$ cat src/rtl/pcc_pkg.sv
// Package for the palette colour cycler: command codes, control structs.
// No dependencies.
`timescale 1ns / 1ps
package pcc_pkg;

  typedef enum logic [2:0] {
    MODE_LOAD    = 3'd0,
    MODE_ROTATE  = 3'd1,
    MODE_BLEND   = 3'd2,
    MODE_SHIFT_R = 3'd3,
    MODE_SHIFT_L = 3'd4,
    MODE_LOOKUP  = 3'd5,
    MODE_NOP6    = 3'd6,
    MODE_NOP7    = 3'd7
  } mode_e;

  // Commands from the controller to the datapath.
  typedef struct packed {
    logic latch;      // capture the input item
    logic load;       // write colour_in into both palettes
    logic lookup;     // read working palette for a result
    logic frame_step; // one restoring step of cycle mod len
    logic rd_src_a;   // read source at position a
    logic rd_src_b;   // read source at position b
    logic rd_work;    // read working at the shift position
    logic wr_work;    // write working at the current j
    logic hold_first; // keep the first shifted entry
    logic adv;        // advance j and the positions
    logic wr_tail;    // write the held entry at the shift end
  } ctrl_t;

  // Status from the datapath to the controller.
  typedef struct packed {
    logic range_ok;   // the latched range is valid
    logic last;       // j is at its last element
  } stat_t;

  localparam int unsigned FRAME_STEPS = 16;

endpackage

$ cat src/rtl/pcc_ctrl.sv
// Controller of the palette colour cycler: sequences each command over
// the datapath. Depends on pcc_pkg.
`timescale 1ns / 1ps
module pcc_ctrl (
  input  logic           clk_i,
  input  logic           rst_ni,
  input  logic           start_i,
  output logic           busy_o,
  input  logic [2:0]     mode_i,
  input  pcc_pkg::stat_t stat_i,
  output pcc_pkg::ctrl_t ctrl_o
);
  typedef enum logic [3:0] {
    S_IDLE, S_DECODE, S_FRAME, S_RD, S_WR, S_SH_HOLD, S_SH_RD, S_SH_WR, S_SH_TAIL
  } state_e;

  state_e state_q;
  logic [4:0] cnt_q;

  always_comb begin
    ctrl_o = '0;
    ctrl_o.latch = (state_q == S_IDLE) && start_i;
    case (state_q)
      S_DECODE: begin
        ctrl_o.load   = (mode_i == pcc_pkg::MODE_LOAD);
        ctrl_o.lookup = (mode_i == pcc_pkg::MODE_LOOKUP);
      end
      S_FRAME:   ctrl_o.frame_step = 1'b1;
      S_RD:      begin ctrl_o.rd_src_a = 1'b1; ctrl_o.rd_src_b = 1'b1; end
      S_WR:      begin ctrl_o.wr_work = 1'b1; ctrl_o.adv = 1'b1; end
      S_SH_HOLD: ctrl_o.hold_first = 1'b1;
      S_SH_RD:   ctrl_o.rd_work = 1'b1;
      S_SH_WR:   begin ctrl_o.wr_work = 1'b1; ctrl_o.adv = 1'b1; end
      S_SH_TAIL: ctrl_o.wr_tail = 1'b1;
      default: ;
    endcase
  end

  always_ff @(posedge clk_i or negedge rst_ni) begin
    if (!rst_ni) begin
      state_q <= S_IDLE;
      cnt_q   <= '0;
    end else begin
      case (state_q)
        S_IDLE: if (start_i) state_q <= S_DECODE;
        S_DECODE: begin
          cnt_q <= '0;
          if ((mode_i == pcc_pkg::MODE_ROTATE || mode_i == pcc_pkg::MODE_BLEND)
              && stat_i.range_ok)
            state_q <= S_FRAME;
          else if ((mode_i == pcc_pkg::MODE_SHIFT_R || mode_i == pcc_pkg::MODE_SHIFT_L)
              && stat_i.range_ok)
            state_q <= S_SH_HOLD;
          else
            state_q <= S_IDLE;
        end
        S_FRAME: begin
          cnt_q <= cnt_q + 5'd1;
          if (cnt_q == 5'(pcc_pkg::FRAME_STEPS - 1)) state_q <= S_RD;
        end
        S_RD: state_q <= S_WR;
        S_WR: state_q <= stat_i.last ? S_IDLE : S_RD;
        S_SH_HOLD: state_q <= S_SH_RD;
        S_SH_RD: state_q <= S_SH_WR;
        S_SH_WR: state_q <= stat_i.last ? S_SH_TAIL : S_SH_RD;
        S_SH_TAIL: state_q <= S_IDLE;
        default: state_q <= S_IDLE;
      endcase
    end
  end

  assign busy_o = (state_q != S_IDLE);

  a_no_latch_busy: assert property (@(posedge clk_i) disable iff (!rst_ni)
    busy_o |-> !ctrl_o.latch) else $error("latch while busy");
  a_decode_after_start: assert property (@(posedge clk_i) disable iff (!rst_ni)
    (start_i && !busy_o) |=> state_q == S_DECODE) else $error("start lost");
  a_one_write: assert property (@(posedge clk_i) disable iff (!rst_ni)
    !(ctrl_o.wr_work && ctrl_o.wr_tail)) else $error("double write");
endmodule

$ cat config.mk
export PLATFORM = sky130hd
export DESIGN_NAME = pcc_ctrl
export DESIGN_NICKNAME = d
export VERILOG_FILES = /design/src/rtl/pcc_pkg.sv /design/src/rtl/pcc_ctrl.sv
export SDC_FILE = /design/constraint.sdc
export NUM_CORES = 1
export LEC_CHECK = 0
export BUFFER_PORTS_ARGS = -buffer_cell sky130_fd_sc_hd__buf_2
export CAP_MARGIN = 20
export CORE_AREA = 2 2 39 41
export CTS_CLUSTER_DIAMETER = 200
export CTS_CLUSTER_SIZE = 16
export DETAILED_ROUTE_END_ITERATION = 16
export DIE_AREA = 0 0 41 43
export PLACE_DENSITY = 0.89
export SETUP_SLACK_MARGIN = 0.4
export SLEW_MARGIN = 20
export SYNTH_ARGS = -nofsm -noshare
export SYNTH_HDL_FRONTEND = slang
export SYNTH_SLANG_ARGS = --single-unit
$ cat constraint.sdc
create_clock -name clk_i -period 3.75 [get_ports clk_i]
set_clock_uncertainty 0.15 [all_clocks]
set_input_delay 0.375 -clock clk_i [delete_from_list [all_inputs] [get_ports clk_i]]
set_output_delay 0.375 -clock clk_i [all_outputs]
set_load 0.005 [all_outputs]
==> impl_metrics.sql <==
INSERT INTO impl_metrics (metric_group, metric, value, unit) VALUES
('layout', 'finalNonFillerCells', '116', ''),
('critical_path', 'crit_slowest_cell', 'sky130_fd_sc_hd__dfrtp_1', ''),
('placement', 'placedCellCount', '111', ''),
('sta', 'max_slew.worst_pin.slew', '0.481', 'ns'),
('logic_synthesis', 'synth-main-ff-cell', 'sky130_fd_sc_hd__dfrtp_1', ''),
('critical_path', 'cp_data_arrival_time', '1.70', 'ns'),
('grt', 'global_route.usage.total', '21.7', '%'),
('sta', 'slew_headroom', '67.9', '%'),
('critical_path', 'crit_fanout', '18', ''),
('sta', 'hold-worst-slack', '0.229', 'ns'),
('detailed_routing', 'wl', '1550', 'um'),
('grt', 'grt_pass1_vias', '614', ''),
('floorplan', 'chipHeight', '43', 'um'),
('clock_network', 'worstSkewPairLatency', '0.26', 'ns'),
('detailed_routing', 'detail_route.wl_per_cell', '13.4', 'um'),
('critical_path', 'crit_path_from', 'state_q[0]', ''),
('clock_network', 'cts.repair_timing.setup_buffer_count', '0', ''),
('clock_network', 'cts.repair.resized', '0', ''),
('hold_path', 'hold_path.class', 'primary input to flop', ''),
('clock_network', 'clock_tree.htree_level_count', '1', ''),
('critical_path', 'critical_path.endpoint_type', 'output port', ''),
('placement', 'place.port_buffers', '19', ''),
('logic_synthesis', 'netlist_instances', '82', ''),
('floorplan', 'fp.dieArea', '1760', 'um^2'),
('detailed_routing', 'dr.first_iter.drc_count', '5', ''),
('logic_synthesis', 'yosysWarningCount', '0', ''),
('grt', 'grt_max_degree', '19', ''),
('sta', 'timing_hold_violations_final', '0', ''),
('layout', 'n_antenna_cell', '0', ''),
('logic_synthesis', 'synth_fp_nets', '92', ''),
('logic_synthesis', 'synth-edff-count', '0', ''),
('grt', 'grt_overflow_total', '0', ''),
('critical_path', 'cp_buf_inv_count', '1', ''),
('critical_path', 'required', '3.22', 'ns'),
('layout', 'design.final.nets', '111', ''),
('critical_path', 'max_stage_delay', '0.64', 'ns'),
('floorplan', 'core-area', '1380', 'um^2'),
('clock_network', 'path_clk_slew', '0.06', 'ns'),
('detailed_routing', 'viasPerCell', '5.66', ''),
('flow_run', 'drv.max_cap_violation_count', '0', ''),
('sta', 'fin_tns_setup', '0', 'ns'),
('sta', 'finalMaxSlewViolations', '0', ''),
('placement', 'place.gp.congestion', '0.827', ''),
('sta', 'min_period_over_period', '59.3', '%'),
('grt', 'number_of_antenna_violations_at_the_first_check_in_global_routing', '0', ''),
('layout', 'final_layout_size_suffix_gt1_share', '27.0', '%'),
('grt', 'grt_pass1_wl', '2580', 'um'),
('critical_path', 'worstReg2RegStart', 'cnt_q[0]', ''),
('sta', 'final_period_minus_worst_setup_slack', '2.22', 'ns'),
('logic_synthesis', 'sequential_cell_area_fraction_in_the_yosys_report', '33.0', '%'),
('power_and_ir_drop', 'finalPower', '0.498', 'mW'),
('logic_synthesis', 'total_of_flip_flops_plus_latches_after_synthesis', '9', ''),
('layout', 'utilization', '57.2', '%'),
('floorplan', 'design.portCount', '20', ''),
('critical_path', 'worstSetupPathType', 'flop to output port', ''),
('detailed_routing', 'detail_route.first_pass.iterations', '4', ''),
('outcome', 'run_status', 'finished clean', ''),
('detailed_routing', 'postRouteAntennaNets', '0', ''),
('logic_synthesis', 'synth_area', '682', 'um^2'),
('detailed_routing', 'num_vias', '657', ''),
('clock_network', 'clock_path_buffers', '2', ''),
('critical_path', 'critPathLaunchType', 'flop', ''),
('floorplan', 'floorplan.initialDensity', '49.3', '%'),
('power_and_ir_drop', 'power.density_cell_area', '628', 'nW/um^2'),
('power_and_ir_drop', 'power.static_leakage', '0.385', 'nW'),
('sta', 'setup_repair_after_global_routing_missed_its_margin', 'no', ''),
('clock_network', 'tritoncts', 'yes', ''),
('logic_synthesis', 'synthArstFlopShare', '100', '%'),
('placement', 'place.detailed.hpwl', '1170', 'um'),
('clock_network', 'cts.sink_count', '9', ''),
('floorplan', 'num_rows', '14', ''),
('sta', 'maxClockFrequency', '450', 'MHz'),
('logic_synthesis', 'avgSynthCellArea', '8.32', 'um^2'),
('sta', 'final-setup-viol-count', '0', ''),
('layout', 'area_delta_synth_final', '16.1', '%'),
('critical_path', 'crit_family', 'simple AND/OR/NAND/NOR gates', ''),
('critical_path', 'critical_path.cell_chain', 'nand2b_1 > or2_1 > nor3_2 > buf_2', ''),
('power_and_ir_drop', 'worst_ir_drop_vdd', '0.350', 'mV'),
('floorplan', 'chip_width', '41', 'um'),
('detailed_routing', 'drt_drc_violations_left', '0', ''),
('clock_network', 'cts_buffers', '3', ''),
('hold_path', 'holdCritStartpoint', 'mode_i[2]', ''),
('clock_network', 'ctsRootBufferMaster', 'sky130_fd_sc_hd__clkbuf_4', ''),
('logic_synthesis', 'yosysUniqueCellTypes', '35', '');
[repair_timing]
item	CTS	global route
setup endpoints to repair	0	0
hold buffers	1	0
endpoints found under the hold margin	9	0
[path summary, 6_finish.rpt]
check | endpoint | slack (ns) | depth (start not counted)
min in group asynchronous | cnt_q[2] | 0.34 | 2
worst min register to register | cnt_q[4] | 0.40 | 1
max in group asynchronous | state_q[2] | 2.93 | 2
worst min-delay path | state_q[1] | 0.23 | 2
worst max register to register | cnt_q[4] | 2.05 | 5
worst max-delay path | ctrl_o[8] | 1.53 | 4
[stage by stage]
stage          area (um^2)  setup slack, ns
6_report               792             1.53
5_1_grt                792             1.34
4_1_cts                792             1.55
3_5_place_dp           756             1.83
3_3_place_gp           756             1.86
2_1_floorplan          682             2.02
[cells in the mapped netlist, types with 2 or more instances]
library cell / number / area, um^2
sky130_fd_sc_hd__buf_4: 2 / 15.0
sky130_fd_sc_hd__nand3_1: 4 / 20.0
sky130_fd_sc_hd__nor2_1: 8 / 30.0
sky130_fd_sc_hd__inv_1: 3 / 11.3
sky130_fd_sc_hd__a21oi_1: 2 / 10.0
sky130_fd_sc_hd__and3_1: 2 / 12.5
sky130_fd_sc_hd__ha_1: 2 / 25.0
sky130_fd_sc_hd__nand2_1: 13 / 48.8
sky130_fd_sc_hd__or2_1: 2 / 12.5
sky130_fd_sc_hd__buf_2: 3 / 15.0
sky130_fd_sc_hd__dfrtp_1: 9 / 225
sky130_fd_sc_hd__a22o_1: 3 / 26.3
sky130_fd_sc_hd__nand2b_1: 5 / 31.3
sky130_fd_sc_hd__o21ai_0: 3 / 15.0
[routing by layer]
| metal | global-route usage (%) | wire [um] |
|---|---|---|
| met1 | 27.6 | 662 |
| met2 | 32.5 | 803 |
| met3 | 6.28 | 51 |
| met4 | 10.0 | 34 |
| met5 | 0 | 0 |
[logic make-up after synthesis]
logic type	synth area share [%]
fa+ha+maj	3.67
buf+inv	7.70
compound gates	21.3
flops	33.0
mux	1.47
simple gates	31.6
xor+xnor	1.28
[flip-flops by register name, summed over array words and instances, names as in the netlist]
register / cells
cnt_q: 5
state_q: 4
[placed cells by master (no fill, tap or decap), types with 2 or more instances in the layout]
| cell | instances |
|---|---|
| sky130_fd_sc_hd__buf_2 | 19 |
| sky130_fd_sc_hd__nand2_1 | 13 |
| sky130_fd_sc_hd__dfrtp_1 | 9 |
| sky130_fd_sc_hd__nor2_1 | 8 |
| sky130_fd_sc_hd__nand2b_1 | 5 |
| sky130_fd_sc_hd__nand3_1 | 4 |
| sky130_fd_sc_hd__inv_1 | 3 |
| sky130_fd_sc_hd__a22o_1 | 3 |
| sky130_fd_sc_hd__o21ai_0 | 3 |
| sky130_fd_sc_hd__clkbuf_4 | 3 |
| sky130_fd_sc_hd__or2_1 | 2 |
| sky130_fd_sc_hd__and3_1 | 2 |
| sky130_fd_sc_hd__a21oi_1 | 2 |
| sky130_fd_sc_hd__ha_1 | 2 |
[layout make-up]
cell class,instances,area (um^2)
fill,133,592
multi-input combinational,64,404
sequential,9,225
timing repair buffer,20,105
clock buffer,4,26.3
tap,16,20.0
inverter,3,11.3
[power by group]
group | switching (mW) | total [mW] | internal, mW
Sequential | 0.0629 | 0.185 | 0.122
Clock | 0.0359 | 0.0770 | 0.0411
Combinational | 0.128 | 0.236 | 0.108
Total | 0.227 | 0.498 | 0.271
(Power assumes the default switching activity.)
